==> src/sv/gcn_pkg.sv <==
`timescale 1ns / 1ps

package gcn_pkg;

   localparam int ANGLE_FRAC_BITS = 22;

   localparam int LAT_W  = 30;
   localparam int LON_W  = 31;
   localparam int COG_W  = 31;
   localparam int DIST_W = 30;
   localparam int BEAR_W = 31;
   localparam int CORR_W = 31;

   localparam int REQ_DATA_W = 96;
   localparam int RSP_DATA_W = 96;
   localparam int RSP_USER_W = 2;
   localparam int CSR_INDEX_W = 2;
   localparam int CSR_DATA_W  = 31;

   typedef enum logic [CSR_INDEX_W-1:0] {
      CSR_WP_LAT,
      CSR_WP_LON,
      CSR_WP_VALID,
      CSR_NAV_EN
   } csr_index_type;

   localparam int TURN_W   = 32;
   localparam int DEG_W    = 33;
   localparam int MAG_W    = 32;
   localparam int TRIG_W   = 34;
   localparam int ZW       = 34;
   localparam int VEC_IN_W = 34;
   localparam int VEC_W    = 36;
   localparam int Q_FRAC   = 30;

   localparam int SQ_IN_W   = 61;
   localparam int SQ_W      = 62;
   localparam int SQ_STAGES = 31;
   localparam int SQ_TOP    = 60;
   localparam int ROOT_W    = 31;

   localparam int D45_W       = 33;
   localparam logic [D45_W-1:0] DIV45_MUL = 33'd6108397933;
   localparam int DIV45_SHIFT = 38;
   localparam int RD_W        = 6;
   localparam int D360_W      = 24;
   localparam logic [D360_W-1:0] DIV360_MUL = 24'd11930465;
   localparam int D360_SHIFT  = 32;

   localparam logic signed [TRIG_W-1:0] CORDIC_GAIN_Q30 = 34'sd652032874;
   localparam logic signed [ZW-1:0] QUARTER_TURN = 34'sd1073741824;
   localparam logic signed [ZW-1:0] HALF_TURN    = 34'sd2147483648;

   localparam logic [30:0] CIRC_NM_Q16 = 31'd1416532620;
   localparam logic [DIST_W-1:0] DIST_MAX = 30'd707788800;

   localparam longint BEAR_LIMIT = ((64'd71999 << ANGLE_FRAC_BITS) + 64'd199) / 64'd200;
   localparam longint BEAR_RND   = 64'd1 << (31 - ANGLE_FRAC_BITS);
   localparam longint HALF_DEG   = 64'd180 << ANGLE_FRAC_BITS;
   localparam longint FULL_DEG   = 64'd360 << ANGLE_FRAC_BITS;

   typedef logic signed [TRIG_W-1:0] trig_type;
   typedef logic signed [ZW-1:0] zang_type;
   typedef logic signed [VEC_IN_W-1:0] vin_type;

   function automatic logic [TURN_W-1:0] atan_turn(input int idx);
      logic [TURN_W-1:0] val;
      case (idx)
         0:  val = 32'h20000000;
         1:  val = 32'h12E4051E;
         2:  val = 32'h09FB385B;
         3:  val = 32'h051111D4;
         4:  val = 32'h028B0D43;
         5:  val = 32'h0145D7E1;
         6:  val = 32'h00A2F61E;
         7:  val = 32'h00517C55;
         8:  val = 32'h0028BE53;
         9:  val = 32'h00145F2F;
         10: val = 32'h000A2F98;
         11: val = 32'h000517CC;
         12: val = 32'h00028BE6;
         13: val = 32'h000145F3;
         14: val = 32'h0000A2FA;
         15: val = 32'h0000517D;
         16: val = 32'h000028BE;
         17: val = 32'h0000145F;
         18: val = 32'h00000A30;
         19: val = 32'h00000518;
         20: val = 32'h0000028C;
         21: val = 32'h00000146;
         22: val = 32'h000000A3;
         23: val = 32'h00000051;
         24: val = 32'h00000029;
         25: val = 32'h00000014;
         26: val = 32'h0000000A;
         27: val = 32'h00000005;
         28: val = 32'h00000003;
         29: val = 32'h00000001;
         30: val = 32'h00000001;
         default: val = 32'h00000000;
      endcase
      return val;
   endfunction

endpackage

==> src/sv/gcn_isqrt.sv <==
`timescale 1ns / 1ps

module gcn_isqrt import gcn_pkg::*; (
   input  logic               clock,
   input  logic               enable,
   input  logic [SQ_IN_W-1:0] val,
   output logic [ROOT_W-1:0]  root
);

   logic [SQ_IN_W-1:0] v_ff  [1:SQ_STAGES];
   logic [SQ_W-1:0]    r_ff  [1:SQ_STAGES];
   logic [SQ_IN_W-1:0] v_src [0:SQ_STAGES-1];
   logic [SQ_W-1:0]    r_src [0:SQ_STAGES-1];
   logic [SQ_IN_W-1:0] v_in  [1:SQ_STAGES];
   logic [SQ_W-1:0]    r_in  [1:SQ_STAGES];
   logic [SQ_W-1:0]    trial [0:SQ_STAGES-1];

   // one root bit per stage
   always_comb begin
      v_src[0] = val;
      r_src[0] = '0;
      for (int k = 1; k < SQ_STAGES; k++) begin
         v_src[k] = v_ff[k];
         r_src[k] = r_ff[k];
      end
      for (int k = 0; k < SQ_STAGES; k++) begin
         trial[k] = r_src[k] + (SQ_W'(1) << (SQ_TOP - 2 * k));
         if (SQ_W'(v_src[k]) >= trial[k]) begin
            v_in[k+1] = SQ_IN_W'(SQ_W'(v_src[k]) - trial[k]);
            r_in[k+1] = (r_src[k] >> 1) + (SQ_W'(1) << (SQ_TOP - 2 * k));
         end else begin
            v_in[k+1] = v_src[k];
            r_in[k+1] = r_src[k] >> 1;
         end
      end
   end

   always_ff @(posedge clock) begin
      if (enable) begin
         for (int k = 1; k <= SQ_STAGES; k++) begin
            v_ff[k] <= v_in[k];
            r_ff[k] <= r_in[k];
         end
      end
   end

   assign root = r_ff[SQ_STAGES][ROOT_W-1:0];

endmodule

==> config.mk <==
export PLATFORM = sky130hd
export DESIGN_NAME = gcn_isqrt
export DESIGN_NICKNAME = d
export VERILOG_FILES = /design/src/sv/gcn_pkg.sv /design/src/sv/gcn_isqrt.sv
export SDC_FILE = /design/constraint.sdc
export NUM_CORES = 2
export LEC_CHECK = 0
export BUFFER_PORTS_ARGS = -buffer_cell sky130_fd_sc_hd__buf_2
export CORE_MARGIN = 2
export CORE_UTILIZATION = 43
export DETAILED_ROUTE_END_ITERATION = 10
export SETUP_SLACK_MARGIN = 0.3
export SYNTH_ARGS = -nofsm -noshare
export SYNTH_HDL_FRONTEND = slang
export SYNTH_SLANG_ARGS = --single-unit
==> constraint.sdc <==
create_clock -name clock -period 3.2 [get_ports clock]
set_input_delay 0.8 -clock clock [delete_from_list [all_inputs] [get_ports clock]]
set_output_delay 0.8 -clock clock [all_outputs]
set_load 0.02 [all_outputs]
==> summary.md <==
| Metric | Value |
|---|---|
| FILL cells | `20,545` |
| Setup clock skew after layout | `69.1 ps` |
| Largest net degree at the start of global routing | `125` |
| Post-synthesis async set-or-reset flop share | `0%` |
| Number of optimization iterations in the first detailed-route pass | `6` |
| Area overhead of the layout relative to synthesis | `31.8%` |
| Share of the synthesized area in the top cell type | `63.1%` |
| Number of failing hold endpoints at the final stage | `0` |
| Most common cell after layout, fill and taps aside | `sky130_fd_sc_hd__edfxtp_1` |
| Outcome | `finished, violations left` |
| Place WS | `-443 ps` |
| GR Overflow Total | `0` |
| Biggest area consumer among synthesized cells | `sky130_fd_sc_hd__edfxtp_1` |
| Share of the clock period used by the worst path | `111%` |
| Final slew viol count | `0` |
| Synthesized area per cell | `12.7 um^2` |
| Endpoint type of the worst setup path | `flip-flop` |
| Max transition margin | `41.8%` |
| Post-Route Setup TNS | `-34,800 ps` |
| Clock latency on the worst-skew pair | `940 ps` |
| Nets | `11,255` |
| Wire length of the first global-routing pass | `446,000 um` |
| Failing checks | `negative setup slack` |
| Min setup slack post-route | `-358 ps` |
| Cell types with the largest area share after synthesis | `sky130_fd_sc_hd__edfxtp_1 63%, sky130_fd_sc_hd__ha_1 5.9%, sky130_fd_sc_hd__xor2_1 3.2%` |
| Startpoint kind of the worst setup timing path | `flip-flop` |
| Drt initial violations | `5,923` |
| TritonCTS clock tree | `yes` |
| Fmax | `0.281 GHz` |
| Critical-path maximum fanout | `5` |
| Per-cell routed wire length | `20.8 um` |
| Synth Cell Area | `0.111 mm^2` |
| Reg2Reg Setup Slack | `-360 ps` |
| Utilization after layout | `56.9%` |
| Core Region | `0.256 mm^2` |
| Yosys reg bits | `2,326` |
| Routability cong. | `0.888` |
| ANT nets after route | `0` |
| Total wire length | `296,000 um` |
| Port bufs | `93` |
| Die Wd | `512 um` |
| Max IR drop VDD | `0.625 mV` |
| Min cycle time layout | `3560 ps` |
| Part of the total power dissipated in the clock network | `29.7%` |
| Initial antenna violation count | `10` |
| Combinational group share of total power | `27.9%` |
| Detail Route met2 WL | `146,000 um` |
| Die Ht | `512 um` |
| FP Rows | `186` |
| Max clock buf depth | `4` |
| IO Pins | `94` |
| Cell internal pwr | `70.2 mW` |
| Critical path data arrival time | `4180 ps` |
| Nets in the synthesized netlist | `9,313` |
| Kind of critical path | `reg2reg` |
| Yosys warnings | `0` |
| Lkg Pwr | `57.2 nW` |
| Cts bufs inserted | `276` |
| Via count of the first global-routing pass | `77,040` |
| Clk Tree Root Cell | `sky130_fd_sc_hd__clkbuf_16` |
| Routed via count | `77,089` |
| Final std cells w/o fill | `14,242` |
| Number of vias per cell after detailed routing | `5.41` |
| Total cell area at the placement stage | `0.126 mm^2` |
| Number of levels the H-tree was split into | `5` |
| Sw frac | `30.1%` |
| Max-cap check violation count | `0` |
| Dominant synthesized flop cell | `sky130_fd_sc_hd__edfxtp_1` |
| Post-detailed-route DRC marker count | `0` |
| Starting Density | `43.2%` |
| Highest routed metal layer | `met5` |
| Total non-filler cell area in the finished layout | `0.146 mm^2` |
| Highest-count cells in the layout ignoring fill and taps | `2,326 x sky130_fd_sc_hd__edfxtp_1, 1,442 x sky130_fd_sc_hd__buf_4, 605 x sky130_fd_sc_hd__inv_1` |
| Type of the worst min-delay path | `in2reg` |
| Number of enable-type register cells in the synthesized netlist | `2,326` |
| Library cells used by synthesis | `99` |
| # placed instances | `13,300` |
| Proportion of layout cells with a drive suffix above 1 | `30.6%` |
| P_sw | `30.2 mW` |
| Metal1 wirelength | `128,000 um` |
| Total of endpoints with negative setup slack in the final report | `283` |
| Global-route total usage across every layer | `21.7%` |
| Detailed-routed wire length on met3 | `14,600 um` |
| Synthesized instance count | `8,726` |
| Total clock sinks | `2,326` |
| Relative contribution of sequential cells to total power | `42.4%` |
| Dpl hpwl | `211,000 um` |
| Clock-pin slew reported for the worst setup and hold paths after clock tree synthesis | `60 ps` |
| Slew @ Worst Pin | `871 ps` |
| Die Footprint | `0.262 mm^2` |
| Setup repair after global routing missed its margin | `true` |
| Ratio of total power to cell area | `688 mW/mm^2` |
| Share of synthesized area occupied by flip-flops and latches | `63.1%` |
| Worst path required time | `3820 ps` |
==> power groups by stage <==
stage / Combinational [mW] / Sequential [mW] / Clock (mW)
finish: 28.1 / 42.5 / 29.8
global route: 30.5 / 42.9 / 31.7
CTS: 26.2 / 42.4 / 30.6
detailed placement: 23.7 / 42.8 / 0
global placement: 23.3 / 42.8 / 0
floorplan: 14.8 / 41.3 / 0
==> synth_stat cells, types with 45 or more instances <==
library cell and n:
sky130_fd_sc_hd__edfxtp_1 2326, sky130_fd_sc_hd__inv_1 634, sky130_fd_sc_hd__nor2_1 593, sky130_fd_sc_hd__nand2_1 560
sky130_fd_sc_hd__a21oi_1 552, sky130_fd_sc_hd__ha_1 523, sky130_fd_sc_hd__xor2_1 401, sky130_fd_sc_hd__o21ai_0 394
sky130_fd_sc_hd__xnor2_1 394, sky130_fd_sc_hd__nor4_1 298, sky130_fd_sc_hd__nor3_1 215, sky130_fd_sc_hd__a21o_1 210
sky130_fd_sc_hd__clkbuf_1 132, sky130_fd_sc_hd__nand4_1 130, sky130_fd_sc_hd__nand3_1 119, sky130_fd_sc_hd__nand2b_1 118
sky130_fd_sc_hd__nor2b_1 88, sky130_fd_sc_hd__or3_1 88, sky130_fd_sc_hd__o21a_1 84, sky130_fd_sc_hd__mux2_2 77
sky130_fd_sc_hd__or4_1 61, sky130_fd_sc_hd__nor4b_1 50, sky130_fd_sc_hd__o21bai_1 45
==> stage by stage <==
stage | total power [mW] | hold slack (ps)
final | 100 | 382
after global routing | 105 | 367
after floorplan | 56.0 | 417
after global placement | 66.1 | 430
after detailed placement | 66.5 | 427
after CTS | 99.2 | 330
==> sequential cells by signal, indices dropped and copies added (netlist names) <==
name	flops
r_ff	496
v_ff	1830
==> final timing paths <==
kind,from,end,cells after the start
worst min-delay path,enable,v_ff[0][1157]$_DFFE_PP_,2
worst min register to register,v_ff[0][214]$_DFFE_PP_,v_ff[0][275]$_DFFE_PP_,0
worst max register to register,v_ff[0][1211]$_DFFE_PP_,v_ff[0][1277]$_DFFE_PP_,11
worst max-delay path,v_ff[0][1211]$_DFFE_PP_,v_ff[0][1277]$_DFFE_PP_,11
==> worst max-delay path, cell delays in order, from the launching register on <==
cell and delay (ps):
sky130_fd_sc_hd__edfxtp_1 400, sky130_fd_sc_hd__or3_4 410, sky130_fd_sc_hd__or4_4 430, sky130_fd_sc_hd__or2_4 250
sky130_fd_sc_hd__or3_4 330, sky130_fd_sc_hd__or4_4 440, sky130_fd_sc_hd__nor4b_4 240, sky130_fd_sc_hd__nand3b_1 150
sky130_fd_sc_hd__or3b_4 300, sky130_fd_sc_hd__nor4_2 50, sky130_fd_sc_hd__buf_4 160, sky130_fd_sc_hd__xor2_2 130
==> timing repair <==
action,in CTS,in global routing
gates cloned,46,4
setup endpoints to repair,832,886
gates resized for setup,1015,490
hold buffers,61,0
pin swaps,311,192
buffers inserted,258,105
endpoints found under the hold margin,61,0
==> logic make-up (layout without fill, tap and decap cells) <==
family | count (synthesis) | count (layout) | share of synthesized area, %
xor gates and xnor gates | 795 | 795 | 6.29
muxes | 92 | 92 | 0.919
DFF | 2326 | 2326 | 63.1
buffers and inverters | 831 | 2959 | 2.97
adders and majority gates | 524 | 524 | 5.93
AOI/OAI and AO/OA | 1622 | 1623 | 9.05
other | 1 | 3 | 0.00339
and+or+nand+nor | 2535 | 2536 | 11.8
==> area by class of cell <==
cell class                 count  area (um^2)  area share (%)
inverter                     638         2430            1.66
tap                         3384         4230            2.90
clock buffer                 328         7270            4.98
sequential                  2326        69800            47.9
multi-input combinational   5571        44700            30.7
clock inverter               138         1240           0.853
antenna                        2         5.00         0.00343
timing repair buffer        1855        16200            11.1
==> metal layers <==
layer	GRT usage [%]	up-vias
met5	0	-
met4	5.40	2
met3	3.09	429
met2	37.3	1932
met1	29.0	38244
li1	-	36482
Note: power is estimated with default switching activity, not from simulation.
