===== src/sv/gcn_pkg.sv =====
`timescale 1ns / 1ps

package gcn_pkg;

   localparam int ANGLE_FRAC_BITS = 22;

   localparam int LAT_W  = 30;
   localparam int LON_W  = 31;
   localparam int COG_W  = 31;
   localparam int DIST_W = 30;
   localparam int BEAR_W = 31;
   localparam int CORR_W = 31;

   localparam int REQ_DATA_W = 96;
   localparam int RSP_DATA_W = 96;
   localparam int RSP_USER_W = 2;
   localparam int CSR_INDEX_W = 2;
   localparam int CSR_DATA_W  = 31;

   typedef enum logic [CSR_INDEX_W-1:0] {
      CSR_WP_LAT,
      CSR_WP_LON,
      CSR_WP_VALID,
      CSR_NAV_EN
   } csr_index_type;

   localparam int TURN_W   = 32;
   localparam int DEG_W    = 33;
   localparam int MAG_W    = 32;
   localparam int TRIG_W   = 34;
   localparam int ZW       = 34;
   localparam int VEC_IN_W = 34;
   localparam int VEC_W    = 36;
   localparam int Q_FRAC   = 30;

   localparam int SQ_IN_W   = 61;
   localparam int SQ_W      = 62;
   localparam int SQ_STAGES = 31;
   localparam int SQ_TOP    = 60;
   localparam int ROOT_W    = 31;

   localparam int D45_W       = 33;
   localparam logic [D45_W-1:0] DIV45_MUL = 33'd6108397933;
   localparam int DIV45_SHIFT = 38;
   localparam int RD_W        = 6;
   localparam int D360_W      = 24;
   localparam logic [D360_W-1:0] DIV360_MUL = 24'd11930465;
   localparam int D360_SHIFT  = 32;

   localparam logic signed [TRIG_W-1:0] CORDIC_GAIN_Q30 = 34'sd652032874;
   localparam logic signed [ZW-1:0] QUARTER_TURN = 34'sd1073741824;
   localparam logic signed [ZW-1:0] HALF_TURN    = 34'sd2147483648;

   localparam logic [30:0] CIRC_NM_Q16 = 31'd1416532620;
   localparam logic [DIST_W-1:0] DIST_MAX = 30'd707788800;

   localparam longint BEAR_LIMIT = ((64'd71999 << ANGLE_FRAC_BITS) + 64'd199) / 64'd200;
   localparam longint BEAR_RND   = 64'd1 << (31 - ANGLE_FRAC_BITS);
   localparam longint HALF_DEG   = 64'd180 << ANGLE_FRAC_BITS;
   localparam longint FULL_DEG   = 64'd360 << ANGLE_FRAC_BITS;

   typedef logic signed [TRIG_W-1:0] trig_type;
   typedef logic signed [ZW-1:0] zang_type;
   typedef logic signed [VEC_IN_W-1:0] vin_type;

   function automatic logic [TURN_W-1:0] atan_turn(input int idx);
      logic [TURN_W-1:0] val;
      case (idx)
         0:  val = 32'h20000000;
         1:  val = 32'h12E4051E;
         2:  val = 32'h09FB385B;
         3:  val = 32'h051111D4;
         4:  val = 32'h028B0D43;
         5:  val = 32'h0145D7E1;
         6:  val = 32'h00A2F61E;
         7:  val = 32'h00517C55;
         8:  val = 32'h0028BE53;
         9:  val = 32'h00145F2F;
         10: val = 32'h000A2F98;
         11: val = 32'h000517CC;
         12: val = 32'h00028BE6;
         13: val = 32'h000145F3;
         14: val = 32'h0000A2FA;
         15: val = 32'h0000517D;
         16: val = 32'h000028BE;
         17: val = 32'h0000145F;
         18: val = 32'h00000A30;
         19: val = 32'h00000518;
         20: val = 32'h0000028C;
         21: val = 32'h00000146;
         22: val = 32'h000000A3;
         23: val = 32'h00000051;
         24: val = 32'h00000029;
         25: val = 32'h00000014;
         26: val = 32'h0000000A;
         27: val = 32'h00000005;
         28: val = 32'h00000003;
         29: val = 32'h00000001;
         30: val = 32'h00000001;
         default: val = 32'h00000000;
      endcase
      return val;
   endfunction

endpackage


===== src/sv/gcn_deg2turn.sv =====
`timescale 1ns / 1ps

module gcn_deg2turn import gcn_pkg::*; #(
   parameter int SH = 10
) (
   input  logic                     clock,
   input  logic                     enable,
   input  logic signed [DEG_W-1:0]  deg,
   output logic [TURN_W-1:0]        turn
);

   localparam int PROD_W = MAG_W + D45_W;
   localparam int QD_W   = PROD_W - DIV45_SHIFT;
   localparam int FN_W   = RD_W + SH + 1;
   localparam int FP_W   = FN_W + D360_W;
   localparam int Q_W    = 41;

   logic [MAG_W-1:0]  mag_in;
   logic [MAG_W-1:0]  mag_ff;
   logic [PROD_W-1:0] prod_in;
   logic [PROD_W-1:0] prod_ff;
   logic              neg1_ff;

   logic [QD_W-1:0]   qd_in;
   logic [MAG_W-1:0]  rd_full;
   logic [QD_W-1:0]   qd_ff;
   logic [RD_W-1:0]   rd_ff;
   logic              neg2_ff;

   logic [FN_W-1:0]   frac_num;
   logic [FP_W-1:0]   frac_prod;
   logic [Q_W-1:0]    q_val;
   logic [TURN_W-1:0] turn_in;
   logic [TURN_W-1:0] turn_ff;

   // |d| split as 45*qd + rd so the wide product stays near 32 x 32
   always_comb begin
      mag_in  = deg[DEG_W-1] ? MAG_W'(-deg) : MAG_W'(deg);
      prod_in = PROD_W'(mag_in) * PROD_W'(DIV45_MUL);
      qd_in   = prod_ff[PROD_W-1:DIV45_SHIFT];
      rd_full = mag_ff - (MAG_W'(qd_in) * MAG_W'(45));
      frac_num  = FN_W'({rd_ff, {SH{1'b0}}}) + FN_W'(180);
      frac_prod = FP_W'(frac_num) * FP_W'(DIV360_MUL);
      q_val     = (Q_W'(qd_ff) << (SH - 3)) + Q_W'(frac_prod >> D360_SHIFT);
      turn_in   = neg2_ff ? TURN_W'(-q_val) : TURN_W'(q_val);
   end

   always_ff @(posedge clock) begin
      if (enable) begin
         mag_ff  <= mag_in;
         prod_ff <= prod_in;
         neg1_ff <= deg[DEG_W-1];
         qd_ff   <= qd_in;
         rd_ff   <= rd_full[RD_W-1:0];
         neg2_ff <= neg1_ff;
         turn_ff <= turn_in;
      end
   end

   assign turn = turn_ff;

endmodule


===== config.mk =====
export PLATFORM = sky130hd
export DESIGN_NAME = gcn_deg2turn
export DESIGN_NICKNAME = d
export VERILOG_FILES = /design/src/sv/gcn_pkg.sv /design/src/sv/gcn_deg2turn.sv
export SDC_FILE = /design/constraint.sdc
export NUM_CORES = 1
export LEC_CHECK = 0
export BUFFER_PORTS_ARGS = -buffer_cell sky130_fd_sc_hd__buf_4
export CORE_MARGIN = 4
export CORE_UTILIZATION = 41
export CTS_BUF_LIST = sky130_fd_sc_hd__clkbuf_2
export CTS_CLUSTER_SIZE = 20
export DETAILED_ROUTE_END_ITERATION = 8
export PLACE_DENSITY = 0.59
export SKIP_CTS_REPAIR_TIMING = 1
export SYNTH_ARGS = -nofsm -noshare
export SYNTH_HDL_FRONTEND = slang
export SYNTH_SLANG_ARGS = --single-unit

===== constraint.sdc =====
create_clock -name clock -period 10.6 [get_ports clock]
set_input_delay 2.12 -clock clock [delete_from_list [all_inputs] [get_ports clock]]
set_output_delay 2.12 -clock clock [all_outputs]
set_load 0.005 [all_outputs]

==> run metrics, run 1 <==
via density per instance=4.79; final setup fails=0; DP Worst Slack=-721 ps; CTS sink cnt=96; Max Cap Violations=0; total CTS buffers=9; I/O Buffers=66; FMAX=0.0963 GHz; crit path time final=10380 ps; Post-synth ARST share=0; CP arrival=10730 ps; clock skew=52.3 ps; Synth Area in Compound Gates=0.0728; Pre-antenna DRT Iters=5; Adder-Cell Fraction of Synth Area=0.547; Post-synth top flop=edfxtp_1; Crit. End Element=flip-flop; Reg clk slew, reported paths=310 ps; Final WS setup=219 ps; Die X=232 um; Initial DRC Count=560; Cell Area, Synth=20600 sq um; post-synth top area share=0.290; run status=completed; Yosys Warn Count=0; Synth Register Bits=96; worst-case clock buffer depth=2; Seq/Total Area, Yosys=0.140; Critical Path RT=10950 ps; Initial Utilization=0.418; Post-Synth XOR/XNOR Area=0.0586; Mapped Cells=2070; Worst R2R Setup Slack=1720 ps; critical-path maximum fanout=6; Hold Path Class=reg -> reg; all-layer global routing usage=0.198; number of global-route vias before repair=15300; synthesized net count=2827; Final nets=3086; Critical path buffers and inverters=9; main combinational cell family by area after synthesis=adder cells; die area=53900 sq um; mux share of post-synthesis cell area=0.00121; Slew headroom=0.356; CP Class=in -> reg; # H-tree levels=3; layout cells sized above 1=0.151; global placer's final weighted congestion=0.932; Synth Area in Simple Gates=0.0653; CTS Root Cell=clkbuf_2; largest net degree at the start of global routing=79; Routed WL per cell=17.4 um; worst-skew pair later-pin latency=610 ps; routed wire length=52.1 mm; core area=49400 sq um; DR DRC count=0; worst-margin pin slew=966 ps; fill count=4647; largest area contributor in the synthesized netlist=fa_1; Startpoint Class=primary input; initial antenna violation count=2; Distinct cells, synth=76; post-route ant nets=0; most numerous cell on the critical path=fa_1; final hold viol count=0; Final period util=0.979; row cnt=81; IO Count=67; global-route wire length before repair=83.4 mm; synthesis-to-layout area growth=15.5%; via count=14400; Largest stage delay, worst path=570 ps; CP max stage cell=fa_1; Congestion Overflow GR=0; delay-heaviest family, CP=adder cells; top area cells in the synthesized netlist=fa_1 (29%), ha_1 (26%), edfxtp_1 (14%), inv_1 (11%), xnor2_1 (3.8%); hpwl dp=47.9 mm; CTS tree=built; max-slew violation count=0; Die H=232 um; number of synthesized flops with an enable pin=96; Syn Area/Cell=9.96 sq um
-- through the flow --
step           instances  hold WS (ps)   util  setup TNS, ps  area (sq um)
2_1_floorplan       2070           400      -              0         20700
4_1_cts             2992           457  0.477          -65.2         23600
5_1_grt             2999           468  0.483          -14.1         23800
6_report            2999           450  0.483              0         23800
3_5_place_dp        2976           405  0.475         -12920         23400
3_3_place_gp        2976           403  0.475          -7590         23400
-- worst register-to-register path: cells and delay by family (launching register included) --
family,cells,cell delay [ps]
adder cells (fa/ha/maj),9,3470
buffers and inverters,4,280
AO/OA/AOI/OAI,11,2070
XOR/XNOR,2,240
AND/OR/NAND/NOR,6,1750
multiplexers,1,330
flip-flops,1,530
-- metal layers --
metal | up-vias | track usage | share of wire
met4 | 2 | 0.0359 | 0.017
met2 | 215 | 0.343 | 0.49
met5 | - | 0 | 0.00017
li1 | 7118 | - | -
met3 | 47 | 0.0213 | 0.035
met1 | 6997 | 0.272 | 0.46
-- final timing paths --
kind	startpoint	to	cells after the start
worst max-delay path	deg[8]	prod_ff[53]$_DFFE_PP_	36
worst min-delay path	prod_ff[45]$_DFFE_PP_	qd_ff[7]$_DFFE_PP_	0
worst max register to register	rd_ff[4]$_DFFE_PP_	turn[31]$_DFFE_PP_	33
worst min register to register	prod_ff[45]$_DFFE_PP_	qd_ff[7]$_DFFE_PP_	0
-- layout by cell type, fill, tap and decap left out, drive strengths merged, types with 3 or more instances in the layout --
cell type and instances:
a211oi 4, inv 615, nor2 33, or3 7, nand4 19, nor3 16
a21boi 3, o21bai 5, and4 5, buf 267, nor4 5, clkbuf 9
and3 18, ha 423, a21oi 59, a221oi 3, o31ai 18, or4 5
xnor2 89, a31oi 13, nand3 27, a21o 23, a211o 4, and2 8
nand2 71, nor2b 7, o21a 8, o41ai 6, xor2 49, fa 299
or2 5, nand2b 19, clkinvlp 3, o21ai 59, o211ai 4, edfxtp 96
-- cell usage after synthesis, drive strengths merged (4+ instances only) --
cell type	instances
nand2	71
clkbuf	17
and2	8
nand3	27
nor2b	7
and4	5
fa	299
edfxtp	96
or4	5
inv	613
a21oi	59
or3	7
xnor2	89
o21ai	59
or2	5
nand4	19
a211oi	4
ha	423
o211ai	4
nor4	5
xor2	49
and3	18
o31ai	18
o41ai	6
nor2	33
nor3	16
o21a	8
a211o	4
nand2b	19
o21bai	5
a21o	23
a31oi	13
-- cell type report --
type,instances,area [sq um],share of cell area
Tap cell,664,831,0.0349
Antenna cell,1,2.50,0.000105
Multi-Input combinational cell,1342,15700,0.658
Inverter,613,2300,0.0968
Clock buffer,9,45.0,0.00189
Clock inverter,7,85.1,0.00357
Timing Repair Buffer,267,2000,0.0842
Sequential cell,96,2880,0.121
-- sequential cells by signal, indices dropped and copies added (netlist names) --
register	count
turn	32
prod_ff	25
qd_ff	25
mag_ff	6
rd_ff	6
neg1_ff	1
neg2_ff	1
-- cell families after synthesis --
group           Yosys count
flops                    96
compound gates          229
xor+xnor                138
buf+inv                 632
mux                       2
simple gates            251
fa+ha+maj               722
Power of run 1 is not shown: default switching activity piles up to over one toggle a cycle in this logic, so the estimate is an artifact.
==> inputs of run 2 (changes only) <==
CORE_UTILIZATION = 60   (was 41)
PLACE_DENSITY = 0.8   (was 0.59)
SETUP_SLACK_MARGIN = 0.4   (was default)
==> run 2 against run 1 <==
Global-route usage is 8.4 points higher; die area down 31%; sequential share of layout area is 0.28 points higher.
==> run metrics, run 2 (synthesis results as in run 1) <==
global-route wire length before repair=83.6 mm; worst-case clock buffer depth=2; Die X=193 um; IO Count=67; CP Class=in -> reg; Initial DRC Count=732; Worst R2R Setup Slack=1310 ps; RSZ-0062 raised after global routing=yes; number of global-route vias before repair=15800; Startpoint Class=primary input; synthesis-to-layout area growth=13.0%; CP arrival=10460 ps; hpwl dp=47.3 mm; Initial Utilization=0.612; total CTS buffers=9; CTS tree=built; # H-tree levels=3; core area=33700 sq um; DR DRC count=0; largest net degree at the start of global routing=97; via density per instance=5.42; clock skew=42.4 ps; R2R Path Start=rd_ff[4]$_DFFE_PP_; most numerous cell on the critical path=fa_1; most common cell after layout, fill and taps aside=inv_1; CTS sink cnt=96; hold path endpoint=qd_ff[22]$_DFFE_PP_; placed cells=2677; initial antenna violation count=1; final hold viol count=0; most frequent cells in the layout=inv_1 (597), ha_1 (409), fa_1 (287); Reg clk slew, reported paths=220 ps; Final WS setup=511 ps; CP max stage cell=fa_2; global placer's final weighted congestion=1.02; Routed WL per cell=19.4 um; CTS Root Cell=clkbuf_2; row cnt=67; Pre-antenna DRT Iters=9; layout cells sized above 1=0.147; Largest stage delay, worst path=580 ps; die area=37400 sq um; Post-Layout Cell Count=2711; FMAX=0.0991 GHz; R2R Path End=turn[29]$_DFFE_PP_; run status=completed; all-layer global routing usage=0.282; Final period util=0.952; Hold Crit Depth=0; routed wire length=52.7 mm; max reg flops=32; Slew headroom=0.232; worst-skew pair later-pin latency=600 ps; via count=14700; Hold Path Class=reg -> reg; Congestion Overflow GR=0; I/O Buffers=66; Critical Path RT=10970 ps; crit path time final=10090 ps; Crit. End Element=flip-flop; final setup fails=0; Reg2Reg Depth=31; post-route ant nets=0; max-slew violation count=0; Die H=193 um; DP Worst Slack=-462 ps; min-delay src=prod_ff[60]$_DFFE_PP_; critical-path maximum fanout=8; Max Cap Violations=0; worst-margin pin slew=1150 ps; Final nets=3015
==> run 2: cell count changes in the layout (fill, tap and decap cells not counted), moves of 3 or more <==
cell	change
buf_4	-74
inv_1	-13
inv_2	+13
fa_1	-11
fa_2	+11
ha_1	-8
a21oi_1	-7
ha_4	+6
a21oi_2	+4
nand2_1	-4
a21oi_4	+3
buf_6	+3
o21ai_0	-3
==> run 2: routing by layer <==
| layer | up-vias | wire length (um) | track usage |
|---|---|---|---|
| li1 | 6977 | - | - |
| met1 | 7251 | 21300 | 0.357 |
| met2 | 377 | 26900 | 0.503 |
| met3 | 86 | 2770 | 0.0444 |
| met4 | 0 | 1620 | 0.0776 |
| met5 | - | 0 | 0 |
==> run 2: per-stage QoR <==
step | area, sq um | hold WS [ps] | util | TNS, ps
after floorplan | 20900 | 400 | - | 0
after global placement | 22700 | 401 | 0.673 | -1910
after detailed placement | 22700 | 405 | 0.673 | -5480
after CTS | 22800 | 455 | 0.677 | 0
after global routing | 23300 | 473 | 0.691 | 0
final | 23300 | 451 | 0.691 | 0
==> run 2: worst max-delay path by stage <==
stage                        from                     to  slack (ps)  cells after the start
final                     deg[11]  prod_ff[61]$_DFFE_PP_         510                     36
after global routing      deg[11]  prod_ff[61]$_DFFE_PP_         320                     35
after CTS                  deg[8]  prod_ff[50]$_DFFE_PP_         240                     33
after detailed placement   deg[8]  prod_ff[50]$_DFFE_PP_        -460                     33
after global placement     deg[8]  prod_ff[53]$_DFFE_PP_        -240                     33
after floorplan            deg[8]  prod_ff[53]$_DFFE_PP_         240                     32
==> run 2: worst max-delay path, delay by kind of cell <==
family,cells,cell delay (ps)
compound gates,9,1660
xor+xnor,1,230
simple gates,7,1620
fa+ha+maj,9,3890
buf+inv,10,910
==> run 2: layout make-up <==
class                           instances  area, sq um
Multi-Input combinational cell       1342        15900
Fill cell                            2610        10400
Sequential cell                        96         2880
Inverter                              613         2300
Timing Repair Buffer                  196         1480
Tap cell                              448          561
Clock inverter                          6         91.3
Clock buffer                            9         45.0
Antenna cell                            1         2.50
Power of run 2 is left out for the same reason.
