<file path="config.mk">
export PLATFORM = sky130hd
export DESIGN_NAME = gcn_delay
export DESIGN_NICKNAME = d
export VERILOG_FILES = /design/src/sv/gcn_delay.sv
export SDC_FILE = /design/constraint.sdc
export NUM_CORES = 1
export LEC_CHECK = 0
export BUFFER_PORTS_ARGS = -buffer_cell sky130_fd_sc_hd__buf_4
export CAP_MARGIN = 0
export CELL_PAD_IN_SITES_DETAIL_PLACEMENT = 0
export CELL_PAD_IN_SITES_GLOBAL_PLACEMENT = 1
export CORE_MARGIN = 2
export CORE_UTILIZATION = 45
export CTS_BUF_LIST = sky130_fd_sc_hd__clkbuf_8
export CTS_CLUSTER_DIAMETER = 30
export CTS_CLUSTER_SIZE = 8
export DETAILED_ROUTE_END_ITERATION = 10
export PLACE_DENSITY_LB_ADDON = 0.1
export SYNTH_ARGS = -nofsm -noshare
export SYNTH_HDL_FRONTEND = slang
export SYNTH_SLANG_ARGS = --single-unit
</file>
<file path="constraint.sdc">
create_clock -name clock -period 0.9 [get_ports clock]
set_clock_uncertainty 0.05 [all_clocks]
set_input_delay 0.045 -clock clock [delete_from_list [all_inputs] [get_ports clock]]
set_output_delay 0.045 -clock clock [all_outputs]
set_load 0.1 [all_outputs]
</file>
<file path="src/sv/gcn_delay.sv">
`timescale 1ns / 1ps

module gcn_delay #(
   parameter int WIDTH = 8,
   parameter int DEPTH = 4
) (
   input  logic             clock,
   input  logic             enable,
   input  logic [WIDTH-1:0] din,
   output logic [WIDTH-1:0] dout
);

   logic [WIDTH-1:0] stage_ff [0:DEPTH-1];

   always_ff @(posedge clock) begin
      if (enable) begin
         stage_ff[0] <= din;
         for (int i = 1; i < DEPTH; i++) begin
            stage_ff[i] <= stage_ff[i-1];
         end
      end
   end

   assign dout = stage_ff[DEPTH-1];

endmodule

</file>
==> results.sh, run 1 <==
export IMPL_path_max_fanout=1
export IMPL_regMostFlops="stage_ff"
export IMPL_io_pins=18
export IMPL_portBuffers=17
export IMPL_hold_viol=0
export IMPL_antenna_cells=0
export IMPL_antenna_found_initial=0
export IMPL_synth_commonest_cells="edfxtp_1 (32)"
export IMPL_max_stage_delay_ns=0.38
export IMPL_fillers=119
export IMPL_multi_input_area_um2=0
export IMPL_wl_um=999
export IMPL_ant_nets=0
export IMPL_drive_gt1_share_pct=34.4
export IMPL_firstDrtPassIters=2
export IMPL_worstMarginPinSlew_ns=0.379
export IMPL_powerDensity_mw_per_mm2=2280
export IMPL_initial_core_util_pct=48.5
export IMPL_die_h_um=50.2
export IMPL_routedWlPerCell_um=11.0
export IMPL_clk_latency_ns=0.26
export IMPL_die_width_um=50.2
export IMPL_clockBufferDepth=2
export IMPL_syn_to_final_growth_pct=36.2
export IMPL_crit_buf_inv=1
export IMPL_synth_edf_count=32
export IMPL_seq_area_frac_synth_pct=100
export IMPL_async_reset_ff_share_pct=0
export IMPL_r2r_cells=0
export IMPL_vias_per_cell=4.34
export IMPL_cp_end_kind="output pin"
export IMPL_setup_tns_ns=-0.250
export IMPL_largest_reg_flops=32
export IMPL_synth_ff_type="edfxtp_1"
export IMPL_worstSetupStartpointType="register"
export IMPL_worstHoldPathType="in -> reg"
export IMPL_drtIter0Drc=3
export IMPL_grt_overflow=0
export IMPL_required_ns=0.81
export IMPL_gp_congestion=0.613
export IMPL_path_cells="buf_6"
export IMPL_fin_ws_ns=-0.0361
export IMPL_vias=395
export IMPL_htree_levels=2
export IMPL_grt_pass1_vias=406
export IMPL_cts_made_buffers=5
export IMPL_stdcell_area_mm2=0.00131
export IMPL_rsz0062_at_grt="true"
export IMPL_syn_area_um2=961
export IMPL_status="finished with violations"
export IMPL_fmax_mhz=1070
export IMPL_slew_headroom_pct=74.7
export IMPL_r2r_start="stage_ff[0][4]"
export IMPL_cap_violations=0
export IMPL_worstPathArrival_ns=0.84
export IMPL_synth_area_top_cells="edfxtp_1 (100%)"
export IMPL_synthMostInstantiatedCell="edfxtp_1"
export IMPL_synthDistinctLibCells=1
export IMPL_ys_warn_count=0
export IMPL_min_period_over_period_pct=104
export IMPL_crit_cells=1
export IMPL_cts_root_buf="clkbuf_8"
export IMPL_postSynthAreaPerCell_um2=30.0
export IMPL_leakagePower_nw=0.477
export IMPL_grt_pass1_wl_mm=1.68
export IMPL_synth_seq_cells=32
export IMPL_place_area_mm2=0.00112
export IMPL_setup_violations_final=8
export IMPL_grt_max_degree=33
export IMPL_nNetsFinal=74
export IMPL_drc_errors=0
export IMPL_synth_nets=42
export IMPL_period_minus_slack_ns=0.936
export IMPL_yosysTopAreaCell="edfxtp_1"
export IMPL_critical_path_top_delay_family="flip-flops"
export IMPL_crit_type="reg -> out"
export IMPL_cp_startpoint="stage_ff[3][2]"
export IMPL_syn_inst=32
export IMPL_power_mw=2.98
export IMPL_r2r_slack_ns=0.22
export IMPL_cts_sinks=32
export IMPL_violations="setup timing"
export IMPL_cts_tree="built"
export IMPL_coreArea_mm2=0.00198
export IMPL_drv_slew=0
export IMPL_path_clk_slew_ns=0.06
export IMPL_synth_top_area_share_pct=100
export IMPL_die_area_mm2=0.00252
export IMPL_multi_input_gates=0
export IMPL_reg_top3="stage_ff x32"
export IMPL_worstReg2RegEnd="stage_ff[1][4]"
export IMPL_track_usage_pct=10.1
export IMPL_rows=16
export IMPL_slowest_stage="edfxtp_1"
export IMPL_endpoint="dout[2]"
export IMPL_ir_drop_mv=1.45
-- cell type report --
class	count	area [um^2]	share of cell area, %
clock buffer	5	68.8	5.26
tap	27	33.8	2.58
clock inverter	2	7.51	0.574
sequential	32	961	73.4
timing repair buffer	25	238	18.2
-- stage by stage --
step | worst slack (ns) | util [%] | hold WS (ns) | cells
5_1_grt | -0.0951 | 66.0 | 0.179 | 91
6_report | -0.0361 | 66.0 | 0.177 | 91
2_1_floorplan | -0.0990 | - | 0.0939 | 32
3_5_place_dp | 0.112 | 56.6 | 0.175 | 76
4_1_cts | -0.0584 | 66.0 | 0.172 | 91
3_3_place_gp | 0.157 | 56.6 | 0.174 | 76
-- layer usage --
metal	routed length [um]	share of wire, %	track usage [%]
met5	0	0	0
met2	498	50	14.0
met1	435	44	11.3
met3	64	6.4	8.04
met4	0	0	4.17
-- worst min path at each step --
stage	start	cells after the start	to
global route	enable	1	stage_ff[0][1]
finish	enable	1	stage_ff[1][3]
floorplan	din[0]	0	stage_ff[0][0]
detailed placement	din[3]	1	stage_ff[0][3]
global placement	din[0]	1	stage_ff[0][0]
CTS	enable	1	stage_ff[1][4]
-- cells in the final DEF, fill, tap and decap left out --
master | synthesis | routed
edfxtp_1 | 32 | 32
clkbuf_8 | 0 | 5
dlygate4sd3_1 | 0 | 8
buf_4 | 0 | 9
clkinv_1 | 0 | 2
buf_6 | 0 | 8
-- timing repair --
action                                  4_1_cts  5_1_grt
buffers inserted                              0        0
endpoints found under the hold margin         8        0
gates resized for setup                       8        0
pin swaps                                     0        0
endpoints found under the setup margin        8        8
hold buffers                                  8        0
-- logic make-up after synthesis --
kind of cell / count (synthesis) / synth area share, %
flops: 32 / 100
-- where the power goes --
part           total (mW)  internal (mW)  leakage, nW  switching (mW)
Sequential           1.78           1.76        0.313          0.0264
Clock               0.925          0.508       0.0391           0.417
Combinational       0.273         0.0844        0.125           0.189
Power figures use the tool's default switching activity.
==> run 2, diff against run 1 <==
--- a/config.mk
+++ b/config.mk
@@ -16,6 +16,7 @@
 export CTS_CLUSTER_SIZE = 8
 export DETAILED_ROUTE_END_ITERATION = 10
 export PLACE_DENSITY_LB_ADDON = 0.1
+export SKIP_CTS_REPAIR_TIMING = 1
 export SYNTH_ARGS = -nofsm -noshare
 export SYNTH_HDL_FRONTEND = slang
 export SYNTH_SLANG_ARGS = --single-unit
==> run 2 against run 1 <==
  * The flow still finishes with violations (setup timing)
  * Sequential share of layout area stayed put
  * Critical path depth is the same
  * Combinational power about the same
  * Count of clock-buffer cells in the layout unchanged
  * Register-to-register slack about the same
  * Clock power about the same
  * First-iteration DRC count did not move
  * Fmax stayed put
  * Flip-flop and latch count is the same
  * Die area stayed put
  * Highest routed layer unchanged
==> results.sh, run 2 (synthesis results as in run 1) <==
export IMPL_status="finished with violations"
export IMPL_violations="setup timing"
export IMPL_largest_reg_flops=32
export IMPL_r2r_slack_ns=0.22
export IMPL_drv_slew=0
export IMPL_crit_type="reg -> out"
export IMPL_r2r_cells=0
export IMPL_clockBufferDepth=2
export IMPL_path_max_fanout=1
export IMPL_slew_headroom_pct=74.7
export IMPL_leakagePower_nw=0.477
export IMPL_portBuffers=17
export IMPL_grt_pass1_vias=395
export IMPL_path_cells="buf_6"
export IMPL_die_h_um=50.2
export IMPL_cts_sinks=32
export IMPL_worstReg2RegEnd="stage_ff[1][4]"
export IMPL_htree_levels=2
export IMPL_worstPathArrival_ns=0.84
export IMPL_regMostFlops="stage_ff"
export IMPL_grt_max_degree=33
export IMPL_routedWlPerCell_um=11.1
export IMPL_min_to="stage_ff[1][3]"
export IMPL_vias_per_cell=4.33
export IMPL_io_pins=18
export IMPL_clk_latency_ns=0.26
export IMPL_worstHoldPathType="in -> reg"
export IMPL_vias=394
export IMPL_drive_gt1_share_pct=34.4
export IMPL_r2r_start="stage_ff[0][4]"
export IMPL_grt_pass1_wl_mm=1.68
export IMPL_coreArea_mm2=0.00198
export IMPL_path_clk_slew_ns=0.06
export IMPL_worstSetupStartpointType="register"
export IMPL_die_area_mm2=0.00252
export IMPL_max_stage_delay_ns=0.38
export IMPL_drc_errors=0
export IMPL_power_mw=2.98
export IMPL_rows=16
export IMPL_antenna_found_initial=0
export IMPL_min_period_over_period_pct=104
export IMPL_required_ns=0.81
export IMPL_die_width_um=50.2
export IMPL_multi_input_area_um2=0
export IMPL_antenna_cells=0
export IMPL_wl_mm=1.01
export IMPL_whs_path_depth=1
export IMPL_cp_end_kind="output pin"
export IMPL_fmax_mhz=1070
export IMPL_cap_violations=0
export IMPL_hp_start="enable"
export IMPL_critical_path_top_delay_family="flip-flops"
export IMPL_powerDensity_mw_per_mm2=2280
export IMPL_multi_input_gates=0
export IMPL_grt_overflow=0
export IMPL_initial_core_util_pct=48.5
export IMPL_ant_nets=0
export IMPL_gp_congestion=0.613
export IMPL_cts_tree="built"
export IMPL_hold_viol=0
export IMPL_firstDrtPassIters=2
export IMPL_drtIter0Drc=3
export IMPL_period_minus_slack_ns=0.936
export IMPL_layout_common_cells="edfxtp_1 (32), buf_4 (9), dlygate4sd3_1 (8), buf_6 (8), clkbuf_8 (5)"
export IMPL_worstMarginPinSlew_ns=0.379
export IMPL_track_usage_pct=10.1
export IMPL_fin_ws_ns=-0.0361
export IMPL_syn_to_final_growth_pct=36.2
export IMPL_reg_top3="stage_ff x32"
export IMPL_rsz0062_at_grt="true"
export IMPL_setup_tns_ns=-0.250
export IMPL_cts_root_buf="clkbuf_8"
export IMPL_cts_made_buffers=5
export IMPL_final_common_cell="edfxtp_1"
export IMPL_slowest_stage="edfxtp_1"
export IMPL_ir_drop_mv=1.44
export IMPL_nNetsFinal=74
export IMPL_setup_violations_final=8
export IMPL_crit_buf_inv=1
run 2: cell counts in the layout (fill, tap and decap cells not counted):
No cell type changed its count.
run 2: worst max path at each step:
stage / from / endpoint / slack (ns) / cells after the start
6_report: stage_ff[3][2] / dout[2] / -0.04 / 1
2_1_floorplan: stage_ff[3][0] / dout[0] / -0.1 / 0
4_1_cts: stage_ff[3][2] / dout[2] / -0.09 / 1
5_1_grt: stage_ff[3][2] / dout[2] / -0.1 / 1
3_3_place_gp: enable / stage_ff[3][1] / 0.16 / 1
3_5_place_dp: enable / stage_ff[3][6] / 0.11 / 1
run 2: area by class of cell:
class / instances / area (um^2)
fill: 118 / 673
clock inverter: 2 / 7.51
timing repair buffer: 25 / 238
clock buffer: 5 / 68.8
tap: 27 / 33.8
sequential: 32 / 961
run 2: power by group:
group	leakage [nW]	switching (mW)	internal (mW)
Clock	0.0391	0.416	0.508
Combinational	0.125	0.189	0.0844
Sequential	0.313	0.0264	1.76
run 2: through the flow:
| step | setup WS [ns] | hold slack (ns) | instance area (um^2) | std cells | util [%] |
|---|---|---|---|---|---|
| floorplan | -0.0990 | 0.0939 | 961 | 32 | - |
| global placement | 0.157 | 0.174 | 1120 | 76 | 56.6 |
| detailed placement | 0.112 | 0.175 | 1120 | 76 | 56.6 |
| CTS | -0.0894 | -0.104 | 1200 | 83 | 60.5 |
| global route | -0.0951 | 0.179 | 1310 | 91 | 66.0 |
| finish | -0.0361 | 0.177 | 1310 | 91 | 66.0 |
run 2: metal layers:
layer / global-route usage, % / up-vias / share of wire (%)
met2: 13.6 / 18 / 49
met1: 11.5 / 185 / 45
met4: 4.17 / 0 / 0
met5: 0 / - / 0
li1: - / 191 / -
met3: 8.33 / 0 / 6.3
==> run 3, diff against run 2 <==
--- a/config.mk
+++ b/config.mk
@@ -5,6 +5,7 @@
 export SDC_FILE = /design/constraint.sdc
 export NUM_CORES = 1
 export LEC_CHECK = 0
+export ABC_AREA = 1
 export BUFFER_PORTS_ARGS = -buffer_cell sky130_fd_sc_hd__buf_4
 export CAP_MARGIN = 0
 export CELL_PAD_IN_SITES_DETAIL_PLACEMENT = 0
@@ -16,6 +17,7 @@
 export CTS_CLUSTER_SIZE = 8
 export DETAILED_ROUTE_END_ITERATION = 10
 export PLACE_DENSITY_LB_ADDON = 0.1
+export RECOVER_POWER = 50
 export SKIP_CTS_REPAIR_TIMING = 1
 export SYNTH_ARGS = -nofsm -noshare
 export SYNTH_HDL_FRONTEND = slang
==> run 3 against run 2 <==
  * The flow still finishes with violations (setup timing)
  * Fmax unchanged
  * Final area fell by 0.19%
  * Power barely moved
  * Critical endpoint unchanged
==> results.sh, run 3 (synthesis results as in run 1) <==
export IMPL_regArea_um2=961
export IMPL_r2r_slack_ns=0.22
export IMPL_grtUsageMet2_pct=13.6
export IMPL_slowest_stage="edfxtp_1"
export IMPL_grt_busiest_layer="met2"
export IMPL_worstMarginPinSlew_ns=0.739
export IMPL_drc_errors=0
export IMPL_grt_overflow=0
export IMPL_slew_headroom_pct=50.7
export IMPL_met3_usage_pct=8.33
export IMPL_r2r_start="stage_ff[0][4]"
export IMPL_fin_ws_ns=-0.0361
export IMPL_worstHoldPathType="reg -> reg"
export IMPL_status="finished with violations"
export IMPL_worstPathArrival_ns=0.84
export IMPL_violations="setup timing"
export IMPL_fmax_mhz=1070
export IMPL_regMostFlops="stage_ff"
export IMPL_grt_max_degree=33
export IMPL_portBuffers=17
export IMPL_cp_startpoint="stage_ff[3][2]"
export IMPL_syn_to_final_growth_pct=35.9
export IMPL_worstReg2RegEnd="stage_ff[1][4]"
export IMPL_grt_pass1_vias=395
export IMPL_crit_buf_inv=1
export IMPL_path_max_fanout=1
export IMPL_crit_type="reg -> out"
export IMPL_final_common_cell="edfxtp_1"
export IMPL_endpoint="dout[2]"
export IMPL_required_ns=0.81
export IMPL_powerDensity_mw_per_mm2=2280
export IMPL_min_period_over_period_pct=104
export IMPL_path_clk_slew_ns=0.06
export IMPL_worstSetupStartpointType="register"
export IMPL_cts_tree="built"
export IMPL_io_pins=18
export IMPL_vias_per_cell=4.33
export IMPL_die_width_um=50.2
export IMPL_crit_cells=1
export IMPL_period_minus_slack_ns=0.936
export IMPL_largest_reg_flops=32
export IMPL_max_stage_delay_ns=0.38
export IMPL_nNetsFinal=74
export IMPL_cts_made_buffers=5
export IMPL_clk_latency_ns=0.26
export IMPL_cts_sinks=32
export IMPL_leakagePower_nw=0.477
export IMPL_drv_slew=0
export IMPL_die_h_um=50.2
export IMPL_layout_common_cells="edfxtp_1 (32), dlygate4sd3_1 (8), buf_4 (8), buf_6 (8), clkbuf_8 (5)"
export IMPL_fillers=119
export IMPL_coreArea_mm2=0.00198
export IMPL_cts_root_buf="clkbuf_8"
export IMPL_routedWlPerCell_um=11.1
export IMPL_reg_top3="stage_ff x32"
export IMPL_r2r_cells=0
export IMPL_ir_drop_mv=1.45
export IMPL_met1_usage_pct=11.5
export IMPL_track_usage_pct=10.1
export IMPL_die_area_mm2=0.00252
export IMPL_wl_mm=1.01
export IMPL_dp_cells=76
export IMPL_antenna_cells=0
export IMPL_antenna_found_initial=0
export IMPL_htree_levels=2
export IMPL_rows=16
export IMPL_gp_congestion=0.613
export IMPL_vias=394
export IMPL_cap_violations=0
export IMPL_critical_path_top_delay_family="flip-flops"
export IMPL_multi_input_gates=0
export IMPL_drtIter0Drc=3
export IMPL_hold_viol=0
export IMPL_multi_input_area_um2=0
export IMPL_drive_gt1_share_pct=34.4
export IMPL_ant_nets=0
export IMPL_clockBufferDepth=2
export IMPL_path_cells="buf_6"
export IMPL_cp_end_kind="output pin"
export IMPL_firstDrtPassIters=2
export IMPL_layout_cells_non_filler=91
export IMPL_power_mw=2.98
export IMPL_setup_violations_final=8
export IMPL_grt_pass1_wl_mm=1.68
export IMPL_rsz0062_at_grt="true"
export IMPL_initial_core_util_pct=48.5
[run 3: worst min path at each step]
| stage | start | end | depth (start not counted) |
|---|---|---|---|
| after detailed placement | din[3] | stage_ff[0][3] | 1 |
| after floorplan | din[0] | stage_ff[0][0] | 0 |
| after CTS | din[1] | stage_ff[0][1] | 1 |
| final | stage_ff[0][6] | stage_ff[1][6] | 0 |
| after global routing | stage_ff[2][1] | stage_ff[3][1] | 0 |
| after global placement | din[0] | stage_ff[0][0] | 1 |
[run 3: final cells by class]
cell class,count,share of cell area [%]
flip-flops and latches,32,73.6
clock buffers,5,5.27
well taps,27,2.59
repair buffers,25,18.0
clock inverters,2,0.575
[run 3: report_power, final]
part / total (mW) / switching (mW) / internal [mW] / leakage (nW)
sequential: 1.79 / 0.0264 / 1.76 / 0.313
clock: 0.923 / 0.416 / 0.508 / 0.0391
combinational: 0.272 / 0.189 / 0.0829 / 0.124
total: 2.98 / 0.631 / 2.35 / 0.477
[run 3: metal layers]
layer,wire (um),vias up,part of all wire [%]
met5,0,-,0
met3,64,0,6.4
li1,-,191,-
met1,449,185,45
met4,0,0,0
met2,493,18,49
[run 3: metrics by stage]
stage               cell area [um^2]  hold slack (ns)  setup WS [ns]  util (%)  TNS (ns)
finish                          1310            0.368        -0.0361      65.9    -0.250
global route                    1310            0.382        -0.0951      65.9    -0.662
CTS                             1200           -0.104        -0.0894      60.5    -0.636
detailed placement              1120            0.175          0.112      56.6         0
global placement                1120            0.174          0.157      56.6         0
floorplan                        961           0.0939        -0.0990         -    -0.792
